`src/rtl/bca_pkg.sv`:
```
// ----------------------------------------------------------------------------
// bca_pkg
// Shared types and constants of the banded covariance accumulator.
// ----------------------------------------------------------------------------
package bca_pkg;

    localparam int MAX_ELEMENTS = 1024;
    localparam int ADDR_W       = 10;
    localparam int LEN_W        = 11;
    localparam int MAX_BANDS    = 4;
    localparam int BAND_W       = 2;
    localparam int COUNT_W      = 16;
    localparam logic [COUNT_W-1:0] MAX_VECTORS = 16'hFFFF;

    localparam logic [1:0] FUNC_ACC   = 2'd0;
    localparam logic [1:0] FUNC_QUERY = 2'd1;
    localparam logic [1:0] FUNC_CLEAR = 2'd2;

    localparam logic [1:0] ST_OK    = 2'd0;
    localparam logic [1:0] ST_EMPTY = 2'd1;
    localparam logic [1:0] ST_RANGE = 2'd2;
    localparam logic [1:0] ST_SAT   = 2'd3;

    localparam logic REG_VECTOR_LENGTH = 1'b0;
    localparam logic REG_BAND_WIDTH    = 1'b1;

    typedef struct packed {
        logic [1:0]        func;
        logic [31:0]       value;
        logic [ADDR_W-1:0] index;
        logic [2:0]        offset;
    } cmd_t;

    typedef struct packed {
        logic [LEN_W-1:0] len;
        logic [2:0]       bands;
        logic             restart;
    } cfg_t;

    typedef struct packed {
        logic pop;
        logic init_clearing;
    } back_stat_t;

endpackage

```
`src/rtl/bca_front.sv`:
```
// ----------------------------------------------------------------------------
// bca_front
// Configuration registers, command intake and a two-entry command queue.
// ----------------------------------------------------------------------------
module bca_front
(
    input  logic                clk,
    input  logic                rst_n,
    input  logic                start,
    output logic                busy,
    input  logic [1:0]          func,
    input  logic [31:0]         element_value,
    input  logic [9:0]          element_index,
    input  logic [2:0]          band_offset,
    input  logic                cfg_valid,
    input  logic                cfg_index,
    input  logic [10:0]         cfg_data,
    output bca_pkg::cmd_t       head,
    output logic                head_valid,
    output bca_pkg::cfg_t       cfg,
    input  bca_pkg::back_stat_t back_stat
);

    bca_pkg::cmd_t    entry_reg [2];
    logic             wr_ptr_reg;
    logic             rd_ptr_reg;
    logic [1:0]       cnt_reg;
    logic [10:0]      vl_reg;
    logic [2:0]       bw_reg;
    logic             restart_reg;
    logic             accept;
    logic             push;
    logic [10:0]      len;
    logic [10:0]      len_m1;
    logic [2:0]       bands;

    assign busy       = (cnt_reg == 2'd2) || back_stat.init_clearing;
    assign accept     = start && !busy;
    // Unused function codes are dropped here and never reach the queue.
    assign push       = accept && (func != 2'd3);
    assign head       = entry_reg[rd_ptr_reg];
    assign head_valid = (cnt_reg != 2'd0);

    always_ff @(posedge clk)
    begin
        if (push)
        begin
            entry_reg[wr_ptr_reg] <= '{func, element_value, element_index, band_offset};
        end
    end

    always_ff @(posedge clk or negedge rst_n)
    begin
        if (!rst_n)
        begin
            wr_ptr_reg  <= 1'b0;
            rd_ptr_reg  <= 1'b0;
            cnt_reg     <= 2'd0;
            vl_reg      <= 11'd1024;
            bw_reg      <= 3'd2;
            restart_reg <= 1'b0;
        end
        else
        begin
            if (push)
            begin
                wr_ptr_reg <= !wr_ptr_reg;
            end
            if (back_stat.pop)
            begin
                rd_ptr_reg <= !rd_ptr_reg;
            end
            cnt_reg     <= cnt_reg + {1'b0, push} - {1'b0, back_stat.pop};
            restart_reg <= 1'b0;
            if (cfg_valid)
            begin
                if (cfg_index == bca_pkg::REG_VECTOR_LENGTH)
                begin
                    vl_reg      <= cfg_data;
                    restart_reg <= 1'b1;
                end
                else
                begin
                    bw_reg <= cfg_data[2:0];
                end
            end
        end
    end

    always_comb
    begin
        if (vl_reg == 11'd0)
        begin
            len = 11'd1;
        end
        else if (vl_reg > 11'(bca_pkg::MAX_ELEMENTS))
        begin
            len = 11'(bca_pkg::MAX_ELEMENTS);
        end
        else
        begin
            len = vl_reg;
        end
        len_m1 = len - 11'd1;
        bands  = bw_reg;
        if (bands > 3'(bca_pkg::MAX_BANDS))
        begin
            bands = 3'(bca_pkg::MAX_BANDS);
        end
        if ({8'd0, bands} > len_m1)
        begin
            bands = len_m1[2:0];
        end
    end

    assign cfg = '{len, bands, restart_reg};

endmodule

```
`config.mk`:
```
export PLATFORM = sky130hd
export DESIGN_NAME = bca_front
export DESIGN_NICKNAME = d
export VERILOG_FILES = /design/src/rtl/bca_pkg.sv /design/src/rtl/bca_front.sv
export SDC_FILE = /design/constraint.sdc
export NUM_CORES = 1
export LEC_CHECK = 0
export ABC_CLOCK_PERIOD_IN_PS = 6300
export BUFFER_PORTS_ARGS = -buffer_cell sky130_fd_sc_hd__buf_4
export CORE_MARGIN = 8
export CORE_UTILIZATION = 45
export CTS_CLUSTER_DIAMETER = 60
export DETAILED_ROUTE_END_ITERATION = 10
export GPL_ROUTABILITY_DRIVEN = 1
export PLACE_DENSITY = 0.75
export SLEW_MARGIN = 20
export SYNTH_ARGS = -nofsm -noshare
export SYNTH_HDL_FRONTEND = slang
export SYNTH_SLANG_ARGS = --single-unit
```
`constraint.sdc`:
```
create_clock -name clk -period 6.3 [get_ports clk]
set_input_delay 0.63 -clock clk [delete_from_list [all_inputs] [get_ports clk]]
set_output_delay 0.63 -clock clk [all_outputs]
set_load 0.01 [all_outputs]
```
# Yosys cells after proc, flatten, opt, wreduce, memory -nomap -nowiden

Memory sizes are Yosys's and may differ from the RTL's.
Cells that the tools add are included.

$add $sub $neg: 3
Order comparisons: 3
Equal/unequal tests: 2
Mux-type cells: 8
Bitwise logic cells: 1
Reduce and logical (&&, ||, !) cells: 10

Operators by type and width:

| operator                                            | count |
|---|---|
| two-way mux 11 bit                                  | 2 |
| > comparator 11 bit (second input constant)         | 1 |
| > comparator 3 x 11 -> 1 bit                        | 1 |
| logical NOT 11 bit                                  | 1 |
| subtractor 11 x 1 -> 11 bit (second input constant) | 1 |
| two-way mux 3 bit                                   | 2 |
| two-way mux 1 bit                                   | 4 |
| AND reduction 2 bit                                 | 2 |
| > comparator 3 bit (second input constant)          | 1 |
| logical NOT 1 bit                                   | 3 |
| adder 2 x 1 -> 2 bit                                | 1 |
| equality test 2 bit (second input constant)         | 1 |
| logical AND 1 bit                                   | 2 |
| != test 2 bit (second input constant)               | 1 |
| nonzero test 2 bit                                  | 1 |
| subtractor 2 x 1 -> 2 bit                           | 1 |
| logical OR 1 bit                                    | 1 |
| NOT 1 bit                                           | 1 |

Register bits after elaboration: 19
Bits in writable memories: 94
Input bits: 65
Output and inout bits: 64
Logic and storage cells: 34
Memories: 1

Memory list:

| name      | words | bits a word | read ports | clocked after memory_dff | wr ports | line            | text |
|---|---|---|---|---|---|---|---|
| entry_reg | 2     | 47          | 1          | 0                        | 1        | bca_front.sv:24 | `bca_pkg::cmd_t entry_reg [2];` |

# Depth between registers and ports, before layout

Gate-level depths: netlist (run 1).

Depth in word-level cells: 7
Gate-level depth with buffers: 12

# Worst setup path before layout (run 1)

Ideal clock, no wire load.

Kind: register -> output
Start: reg vl_reg[4]
End: out cfg[2] (netlist name)
Arrival: 3.107 ns
Data required time: 5.670 ns
Path slack: 2.563 ns
Cell stages (with the launch flop): 13
Buffers on the path: 0
Cells stage by stage: dfrtp_1 -> or4_4 -> nor4_1 -> nor2_1 -> nor2_1 -> inv_1 -> ha_1 -> xnor2_1 -> ha_1 -> nand3_1 -> o2111ai_1 -> nor4_4 -> mux2_4

RTL lines:

| item                   | line            | text |
|---|---|---|
| from (decl)            | bca_front.sv:28 | `logic [10:0] vl_reg;` |
| from (signal assigned) | bca_front.sv:79 | `vl_reg <= cfg_data;` |
| to (decl)              | bca_front.sv:20 | `output bca_pkg::cfg_t cfg,` |

==> metrics.md, run 1 <==
| Metric | Value |
|---|---|
| Status | finished clean |
| Remaining antenna violation count | 0 |
| TNS Setup | 0 ps |
| Worst Reg-to-Reg Cells | 5 |
| Data required time at the worst endpoint | 5670 ps |
| Crit end category | primary output |
| Setup violators final | 0 |
| Post-CTS sizing | 0 |
| Mapped Area | 4490 um^2 |
| Gr usage total | 14.7% |
| Int Power | 1.85 mW |
| Max-slew headroom | 32.2% |
| Peak VDD IR | 271 uV |
| Worst Setup Path Type | flip-flop to primary output |
| Max clock buf depth | 2 |
| Post-layout nets | 462 |
| Post-DP HPWL | 6680 um |
| Clock transition at the registers of the reported paths | 60 ps |
| Switch share | 26.5% |
| Fmax | 218 MHz |
| Seq/Total Area, Yosys | 73.5% |
| HP Start | element_index[0] |
| Skew final | 4.53 ps |
| Vias in the first global route | 2971 |
| Full die area | 13400 um^2 |
| # DRC | 0 |
| Synth Register Bits | 113 |
| Synth area leader | edfxtp_1 |
| Gp weighted congestion | 0.826 |
| Largest net degree at the start of global routing | 49 |
| Root Driver | clkbuf_8 |
| Starting DRT DRC Count | 124 |
| FF-to-FF Start | cnt_reg[0] |
| Placement Rows | 36 |
| Comb pwr share | 23.3% |
| Type of origin of the critical path | flip-flop |
| Congestion Overflow GR | 0 |
| Hold crit path type | primary input to flip-flop |
| CTS H-Tree Depth | 4 |
| Top FF cell, synth | edfxtp_1 |
| Final Hold Fails | 0 |
| Post-synth net total | 322 |
| Period minus WS final | 4600 ps |
| Dominant cells by area after synthesis | edfxtp_1 (63%), mux2_2 (15%), dfrtp_1 (9.5%) |
| Post-Route WL | 9520 um |
| FILL cells | 754 |
| Die Y | 116 um |
| Syn avg cell area | 17.9 um^2 |
| Library cells used by synthesis | 33 |
| Buffers on Ports | 128 |
| Sequential power share | 40.1% |
| Asr flop ratio synth | 16.8% |
| CTS Sinks | 113 |
| Chip width | 116 um |
| Fin crit share | 73.0% |
| PnR worst setup slack | 1700 ps |
| Cells after synthesis | 251 |
| Slew Viols, Final | 0 |
| Layout cells sized above 1 | 56.9% |
| MaxCap Viol Count | 0 |
| Iteration count of the initial detailed-routing pass | 5 |
| Worst-Margin Slew | 1010 ps |
| Layout area overhead | 38.1% |
| RSZ-0062 raised after global routing | no |
| Ant diodes | 0 |
| Via/cell ratio | 4.88 |
| Leak Pwr | 2.41 nW |
| PwrDens | 405 nW/um^2 |
| Synth warn | 0 |
| Share of the synthesized area in the top cell type | 62.8% |
| Post-CTS repair timing setup buffer count | 0 |
| Initial antenna violation count | 0 |
| Sw power | 665 uW |
| Latest clock arrival within the worst-skew pair | 490 ps |
| Number of top-level pins | 129 |
| EDFF count, synth | 94 |
| CTS tree | done |
| Worst Path Arrival | 3970 ps |
| WHS | 319 ps |
| DR WL/cell | 17.7 um |
| Cells on Worst Hold Path | 1 |
| First-pass GRT wire length | 14900 um |
| Detailed-route via count | 2622 |
| Initial core utilization | 46.2% |
| Dpl ws | 2230 ps |
| Clock power frac | 36.6% |
| Max FO, Critical Path | 5 |
| CP startpoint | vl_reg[4] |
| CTS Buf Count | 17 |
| Core ar. | 9730 um^2 |
| Max reg flops | 94 |
==> routing by layer <==
metal / share of wire (%) / wire length (um) / GRT usage, %
met1: 38 / 3630 / 15.1
met2: 54 / 5190 / 26.3
met3: 6.4 / 614 / 5.52
met4: 0.96 / 91 / 6.48
met5: 0 / 0 / 0
==> power by group through the flow <==
stage / clock, mW / sequential, mW / combinational [mW]
after detailed placement: 0 / 1.03 / 0.599
after global routing: 0.979 / 1.03 / 0.631
after CTS: 0.943 / 1.01 / 0.602
after floorplan: 0 / 0.952 / 0.372
after global placement: 0 / 1.02 / 0.589
final: 0.920 / 1.01 / 0.585
==> path summary, 6_finish.rpt <==
path	end	slack (ps)
max	cfg[2]	1700
min	entry_reg[0][3]	320
max reg2reg	entry_reg[0][26]	4250
min reg2reg	cnt_reg[1]	490
max in group asynchronous	bw_reg[1]	5490
min in group asynchronous	vl_reg[5]	550
==> repair_timing <==
item / in CTS / in global routing
endpoints found under the setup margin: 0 / 0
hold buffers: 1 / 0
hold endpoints to repair: 17 / 0
==> layout make-up <==
cell class	instances	area, um^2	area share (%)
inverter	8	30.0	0.484
tap	133	166	2.68
clock inverter	15	168	2.70
clock buffer	17	414	6.68
multi-input combinational	120	1130	18.3
timing repair buffer	131	986	15.9
sequential	113	3300	53.3
==> logic make-up (layout without fill, tap and decap cells) <==
| kind of cell | Yosys count | count (layout) | share of synthesized area [%] |
|---|---|---|---|
| flip-flops | 113 | 113 | 73.5 |
| multiplexers | 64 | 64 | 16.1 |
| AND/OR/NAND/NOR | 33 | 33 | 4.29 |
| buffers and inverters | 18 | 171 | 1.59 |
| AO/OA/AOI/OAI | 12 | 12 | 1.92 |
| adder cells (fa/ha/maj) | 6 | 6 | 1.67 |
| XOR/XNOR | 5 | 5 | 0.975 |
==> Yosys cell counts, types with 2 or more instances <==
| cell | instances |
|---|---|
| nand2b_1 | 2 |
| inv_1 | 8 |
| clkbuf_1 | 8 |
| nor2b_1 | 11 |
| o21ai_0 | 3 |
| xnor2_1 | 4 |
| mux2_2 | 61 |
| nand3_1 | 2 |
| dfstp_2 | 2 |
| nor2_1 | 8 |
| ha_1 | 6 |
| nand2_1 | 4 |
| edfxtp_1 | 94 |
| dfrtp_1 | 17 |
| mux2i_1 | 2 |
| a21oi_1 | 2 |
==> placed cells by master, fill, tap and decap left out, types with 2 or more instances in the layout <==
cell and count:
edfxtp_1 94, nand2b_1 2, bufinv_16 3, clkbuf_16 16, mux2i_1 2, dfrtp_1 16
inv_1 8, clkinv_4 2, clkinv_2 2, nor2_4 2, a21oi_1 2, buf_4 130
o21ai_0 3, dfstp_2 2, clkinvlp_4 4, mux2_2 61, ha_1 6, nor2_1 6
clkinv_1 3, nand2_1 4, nor2b_1 11, nand3_1 2, xnor2_1 4
==> stage by stage <==
stage	std cells	area (um^2)	power (mW)	utilization [%]
after floorplan	251	4490	1.32	-
after global placement	504	5610	1.61	57.7
after detailed placement	504	5610	1.62	57.7
after CTS	537	6200	2.56	63.7
after global routing	537	6200	2.64	63.8
final	537	6200	2.51	63.8
==> critical path, cell delays in order, from the launching register on <==
cell       delay [ps]
dfrtp_1           430
or4_4             590
nor4_1            240
nor2_1             60
nor2_1            190
inv_1             100
ha_1              210
xnor2_1           220
ha_1              300
nand3_1            90
o2111ai_1         170
nor4_4            390
mux2_4            330
buf_4             140
(Power assumes the default switching activity.)
==> run 2: changes to the inputs <==
--- a/config.mk
+++ b/config.mk
@@ -5,7 +5,7 @@
 export SDC_FILE = /design/constraint.sdc
 export NUM_CORES = 1
 export LEC_CHECK = 0
-export ABC_CLOCK_PERIOD_IN_PS = 6300
+export ABC_CLOCK_PERIOD_IN_PS = 4700
 export BUFFER_PORTS_ARGS = -buffer_cell sky130_fd_sc_hd__buf_4
 export CORE_MARGIN = 8
 export CORE_UTILIZATION = 45
==> constraint.sdc (replaced) <==
create_clock -name clk -period 4.7 [get_ports clk]
set_input_delay 0.47 -clock clk [delete_from_list [all_inputs] [get_ports clk]]
set_output_delay 0.47 -clock clk [all_outputs]
set_load 0.01 [all_outputs]
==> run 2 against run 1 <==
Net effect: combinational power up 34%; core utilization down 0.24 points; sequential cell count unchanged; first-iteration DRC count down 27%; cell area down 0.38%; worst hold slack worse by 180 ps; clock power up 29%; via count down 0.15%; largest cell class unchanged; highest routed layer unchanged.
==> metrics.md, run 2 (synthesis gave the netlist of run 1 again) <==
| Metric | Value |
|---|---|
| Status | finished clean |
| Post-Route WL | 9500 um |
| CTS Sinks | 113 |
| Layout area overhead | 37.6% |
| Worst Path Arrival | 3930 ps |
| Setup violators final | 0 |
| Via/cell ratio | 4.88 |
| Chip width | 116 um |
| Leak Pwr | 2.40 nW |
| Slowest CP cell | or4_4 |
| Sequential cell area | 3300 um^2 |
| Die Y | 116 um |
| TNS Setup | 0 ps |
| Clock transition at the registers of the reported paths | 60 ps |
| First-pass GRT wire length | 14800 um |
| Gp weighted congestion | 0.826 |
| PnR worst setup slack | 298 ps |
| RSZ-0062 raised after global routing | no |
| Crit path cell chain | or4_4 -> nor4_1 -> nor2_1 -> nor2_1 -> inv_1 -> ha_1 -> xnor2_1 -> ha_1 -> nand3_1 -> o2111ai_1 -> nor4_4 -> mux2_4 -> buf_4 |
| Post-layout nets | 462 |
| MaxCap Viol Count | 0 |
| Root Driver | clkbuf_8 |
| Worst Setup Path Type | flip-flop to primary output |
| HP Start | back_stat[1] |
| PwrDens | 538 nW/um^2 |
| Buffers on Ports | 128 |
| # DRC | 0 |
| Peak VDD IR | 283 uV |
| Data required time at the worst endpoint | 4230 ps |
| Full die area | 13400 um^2 |
| Largest net degree at the start of global routing | 49 |
| Vias in the first global route | 2970 |
| Gr usage total | 14.7% |
| Critical Path Max Stage Delay | 580 ps |
| Most common cell after layout, fill and taps aside | buf_4 |
| Core ar. | 9730 um^2 |
| Detailed-route via count | 2618 |
| CP startpoint | vl_reg[4] |
| Placement Rows | 36 |
| Skew final | 8.52 ps |
| Worst-Margin Slew | 1030 ps |
| Worst Reg-to-Reg Cells | 5 |
| CTS Hold Buffers Added | 1 |
| Max-slew headroom | 31.1% |
| Period minus WS final | 4400 ps |
| Post-CTS sizing | 0 |
| Iteration count of the initial detailed-routing pass | 5 |
| Ant diodes | 0 |
| Final Hold Fails | 0 |
| CTS Buf Count | 17 |
| FILL cells | 735 |
| Crit end category | primary output |
| DR WL/cell | 17.7 um |
| Initial core utilization | 46.2% |
| Most frequent cells in the layout | buf_4 (130), edfxtp_1 (94), mux2_2 (61), dfrtp_1 (16), clkbuf_16 (16) |
| Hold crit path type | primary input to flip-flop |
| Max reg flops | 94 |
| Post-CTS repair timing setup buffer count | 0 |
| Slew Viols, Final | 0 |
| Max clock buf depth | 2 |
| Starting DRT DRC Count | 91 |
| Congestion Overflow GR | 0 |
| Initial antenna violation count | 0 |
| Latest clock arrival within the worst-skew pair | 510 ps |
| Dpl ws | 820 ps |
| Fmax | 227 MHz |
| Layout cells sized above 1 | 57.2% |
| Worst r2r dst | entry_reg[0][8] |
| Critical path capture point | cfg[2] |
| FF-to-FF Start | cnt_reg[0] |
| Max FO, Critical Path | 5 |
| Fin crit share | 93.7% |
| Type of origin of the critical path | flip-flop |
| R2R setup slack | 2250 ps |
| CTS H-Tree Depth | 4 |
| Number of top-level pins | 129 |
| Remaining antenna violation count | 0 |
| Post-DP HPWL | 6510 um |
| CTS tree | done |
| Area of the multi-input gates | 1130 um^2 |
[run 2: cell count changes in the layout (fill, tap and decap cells not counted), sizes merged]
cell	delta
clkinv	+1
bufinv	-1
[run 2: through the flow]
| step | hold WS, ps | std cells | cell area, um^2 | total power [mW] | util (%) |
|---|---|---|---|---|---|
| after floorplan | 174 | 251 | 4490 | 1.77 | - |
| after global placement | 362 | 504 | 5610 | 2.16 | 57.7 |
| after detailed placement | 361 | 504 | 5610 | 2.17 | 57.7 |
| after CTS | 113 | 537 | 6180 | 3.37 | 63.5 |
| after global routing | 118 | 537 | 6180 | 3.48 | 63.5 |
| final | 138 | 537 | 6180 | 3.32 | 63.5 |
[run 2: routing by layer]
layer	GRT usage (%)	vias to the layer above	wire length [um]
met1	15.5	1281	3860
met4	6.66	0	141
met5	0	-	0
met3	5.68	10	616
met2	25.3	90	4880
li1	-	1237	-
[run 2: worst min-delay path by stage]
stage	end	slack, ps	cells after the start
2_1_floorplan	bw_reg[0]	170	0
3_3_place_gp	cnt_reg[0]	360	1
3_5_place_dp	cnt_reg[0]	360	1
4_1_cts	rd_ptr_reg	110	2
5_1_grt	entry_reg[0][16]	120	1
6_report	rd_ptr_reg	140	2
[run 2: cell type report]
| cell class | count | share of cell area [%] |
|---|---|---|
| multi-input combinational | 120 | 18.4 |
| inverter | 8 | 0.486 |
| sequential | 113 | 53.5 |
| clock inverter | 15 | 2.33 |
| clock buffer | 17 | 6.70 |
| timing repair buffer | 131 | 16.0 |
| tap | 133 | 2.69 |
[run 2: where the power goes]
group | internal (mW) | switching [mW]
clock network | 0.746 | 0.441
registers | 1.22 | 0.137
logic | 0.459 | 0.324
total | 2.42 | 0.902
[run 2: worst max-delay path: cells and delay by family (launching register included)]
kind / cells / cell delay, ps
XOR/XNOR: 1 / 240
AND/OR/NAND/NOR: 6 / 1550
multiplexers: 1 / 330
adder cells (fa/ha/maj): 2 / 500
AO/OA/AOI/OAI: 1 / 150
flip-flops: 1 / 420
buffers and inverters: 2 / 230
==> run 3: changes to the inputs <==
--- a/config.mk
+++ b/config.mk
@@ -5,6 +5,7 @@
 export SDC_FILE = /design/constraint.sdc
 export NUM_CORES = 1
 export LEC_CHECK = 0
+export ABC_AREA = 1
 export ABC_CLOCK_PERIOD_IN_PS = 4700
 export BUFFER_PORTS_ARGS = -buffer_cell sky130_fd_sc_hd__buf_4
 export CORE_MARGIN = 8
@@ -12,7 +13,7 @@
 export CTS_CLUSTER_DIAMETER = 60
 export DETAILED_ROUTE_END_ITERATION = 10
 export GPL_ROUTABILITY_DRIVEN = 1
-export PLACE_DENSITY = 0.75
+export PLACE_DENSITY = 0.74
 export SLEW_MARGIN = 20
 export SYNTH_ARGS = -nofsm -noshare
 export SYNTH_HDL_FRONTEND = slang
==> constraint.sdc (replaced) <==
create_clock -name clk -period 4.7 [get_ports clk]
set_input_delay 0.47 -clock clk [delete_from_list [all_inputs] [get_ports clk]]
set_output_delay 0.47 -clock clk [all_outputs]
set_load 0.005 [all_outputs]
==> run 3 against run 2 <==
Net effect: sequential cell count stayed put; largest cell class unchanged; worst setup slack gained 280 ps; power shrank 2.6%; synthesized cell count grew 27%; worst hold slack improved by 7.8 ps; die area increased by 2.2%; count of clock-buffer cells in the layout increased by 1; wire length is 7.3% higher.
==> metrics.md, run 3 <==
| Metric | Value |
|---|---|
| Sequential cell area | 3300 um^2 |
| CTS Sinks | 113 |
| PwrDens | 517 nW/um^2 |
| Post-CTS repair timing setup buffer count | 0 |
| Area of the multi-input gates | 1160 um^2 |
| Most common cell after layout, fill and taps aside | buf_4 |
| Core ar. | 10100 um^2 |
| Chip width | 117 um |
| Slowest CP cell | dfrtp_1 |
| CTS H-Tree Depth | 4 |
| Fin crit share | 87.7% |
| Top FF cell, synth | edfxtp_1 |
| Fmax | 243 MHz |
| Starting DRT DRC Count | 179 |
| Die Y | 117 um |
| Synth Area in Compound Gates | 2.66% |
| Dominant cells by area after synthesis | edfxtp_1 (61%), mux2_2 (11%), dfrtp_1 (9.2%) |
| Largest family of logic cells by synthesized area | multiplexers |
| Setup violators final | 0 |
| Buf/Inv on CP | 2 |
| Synth area leader | edfxtp_1 |
| Crit path cell chain | nor2_1 -> nand2_1 -> nor2_2 -> nand2_1 -> nand2_2 -> nand2_4 -> nand2_2 -> inv_1 -> ha_1 -> xor2_1 -> ha_1 -> nand2_1 -> o21ai_0 -> nand2_1 -> nor2_1 -> nand2_1 -> nor2_1 -> nand2_1 -> nor2_4 -> nand3_2 -> nand2_1 -> nand2_1 -> buf_4 |
| Gr usage total | 15.4% |
| Worst-Margin Slew | 853 ps |
| Mapped Area | 4600 um^2 |
| Layout area overhead | 36.2% |
| RSZ-0062 raised after global routing | no |
| Status | finished clean |
| Data required time at the worst endpoint | 4230 ps |
| Worst Path Arrival | 3650 ps |
| Hold crit path type | primary input to flip-flop |
| Commonest cells post-synth | edfxtp_1 (94), nand2_1 (49), mux2_2 (47) |
| Peak VDD IR | 258 uV |
| Library cells used by synthesis | 26 |
| Share of the synthesized area in the top cell type | 61.3% |
| Number of top-level pins | 129 |
| Synth Register Bits | 113 |
| Asr flop ratio synth | 16.8% |
| Max FO, Critical Path | 11 |
| Ant diodes | 0 |
| Root Driver | clkbuf_8 |
| Period minus WS final | 4120 ps |
| WP depth | 23 |
| Post-Route WL | 10200 um |
| Max-slew headroom | 43.0% |
| Via/cell ratio | 4.81 |
| Placed instance count | 576 |
| Vias in the first global route | 3074 |
| First-pass GRT wire length | 15400 um |
| Layout cells sized above 1 | 47.1% |
| Worst Reg-to-Reg Cells | 4 |
| Cells on Worst Hold Path | 1 |
| Largest net degree at the start of global routing | 49 |
| Skew final | 5.89 ps |
| EDFF count, synth | 94 |
| MaxCap Viol Count | 0 |
| Mux cell area share after synthesis | 11.5% |
| Slew Viols, Final | 0 |
| Latest clock arrival within the worst-skew pair | 510 ps |
| Cell family with most CP delay | simple AND/OR/NAND/NOR gates |
| Full die area | 13700 um^2 |
| Congestion Overflow GR | 0 |
| TNS Setup | 0 ps |
| Initial antenna violation count | 0 |
| Detailed-route via count | 2927 |
| Gp weighted congestion | 0.838 |
| DR WL/cell | 16.7 um |
| Post-layout nets | 531 |
| XOR/XNOR share of the synthesized area | 0.951% |
| Remaining antenna violation count | 0 |
| Type of origin of the critical path | flip-flop |
| FILL cells | 797 |
| Crit end category | primary output |
| Syn avg cell area | 14.4 um^2 |
| Iteration count of the initial detailed-routing pass | 4 |
| Cell Count, Final, Fillers Out | 609 |
| Seq/Total Area, Yosys | 71.7% |
| Placement Rows | 37 |
| Cells after synthesis | 319 |
| Worst Setup Path Type | flip-flop to primary output |
| Most frequent cells in the layout | buf_4 (131), edfxtp_1 (94), nand2_1 (49), mux2_2 (47), inv_1 (28) |
| Final Hold Fails | 0 |
| Synth Area in Simple Gates | 8.23% |
| Buffers on Ports | 128 |
| Max reg flops | 94 |
| Leak Pwr | 2.59 nW |
| CP most frequent cell | nand2_1 |
| Critical Path Max Stage Delay | 430 ps |
| CTS tree | done |
| Initial core utilization | 45.4% |
| Post-synth net total | 390 |
| Synth warn | 0 |
| Adder-cell share of the synthesized area | 1.63% |
| Max clock buf depth | 2 |
| Most frequent cell after synthesis | edfxtp_1 |
| CTS Buf Count | 17 |
| Post-DP HPWL | 7290 um |
| Post-CTS sizing | 0 |
| # DRC | 0 |
| Clock transition at the registers of the reported paths | 60 ps |
## run 3: changes by cell type after synthesis, sizes merged, moves of 3 or more
cell   before  now
inv         8   28
mux2       62   47
nand2       4   52
nand3       2    8
nand4       0    3
nor2        8   23
nor2b      11    0
o21ai       4   19
## run 3: logic make-up after synthesis
family,count (synthesis)
xor+xnor,5
fa+ha+maj,6
compound gates,23
simple gates,87
flops,113
buf+inv,38
mux,47
## run 3: per-stage QoR
stage	utilization, %	hold WS, ps	cell area, um^2	power [mW]	setup WS (ps)
after floorplan	-	174	4600	1.72	1480
after global placement	56.5	352	5730	2.12	1340
after detailed placement	56.5	354	5730	2.14	1160
after CTS	61.8	124	6270	3.28	591
after global routing	61.8	117	6270	3.40	230
final	61.8	146	6270	3.24	577
## run 3: final cells by class
| class | count | area share (%) |
|---|---|---|
| clock inverter | 14 | 1.86 |
| inverter | 28 | 1.68 |
| multi-input combinational | 168 | 18.6 |
| tap | 136 | 2.71 |
| timing repair buffer | 132 | 15.8 |
| clock buffer | 18 | 6.67 |
| sequential | 113 | 52.7 |
## run 3: power breakdown
group	switching [mW]	internal [mW]
clock	0.438	0.696
combinational	0.395	0.452
sequential	0.0445	1.21
## run 3: what timing repair did
action	4_1_cts	5_1_grt
hold buffers	1	0
endpoints found under the hold margin	17	0
setup endpoints to repair	0	0
## run 3: path summary, 6_finish.rpt
path                                   from               end  slack (ps)
max                               vl_reg[2]            cfg[1]         580
min                        element_index[7]  entry_reg[1][10]         150
max reg2reg                      cnt_reg[1]  entry_reg[0][17]        2300
min reg2reg                       bw_reg[0]         bw_reg[0]         490
max in group asynchronous             rst_n        vl_reg[10]        4070
min in group asynchronous             rst_n         bw_reg[2]         370
## run 3: routing by layer
| metal | share of wire [%] | GRT usage [%] | vias up |
|---|---|---|---|
| met3 | 7.0 | 5.75 | 13 |
| met5 | 0 | 0 | - |
| met4 | 1.9 | 6.83 | 0 |
| li1 | - | - | 1409 |
| met2 | 50 | 25.2 | 100 |
| met1 | 41 | 17.6 | 1405 |
## run 3: worst reg2reg max path, stage by stage, from the launching register on
cell and delay, ps:
dfrtp_1 400, a21oi_1 210, nand3_1 290, nor2_4 750, buf_4 420
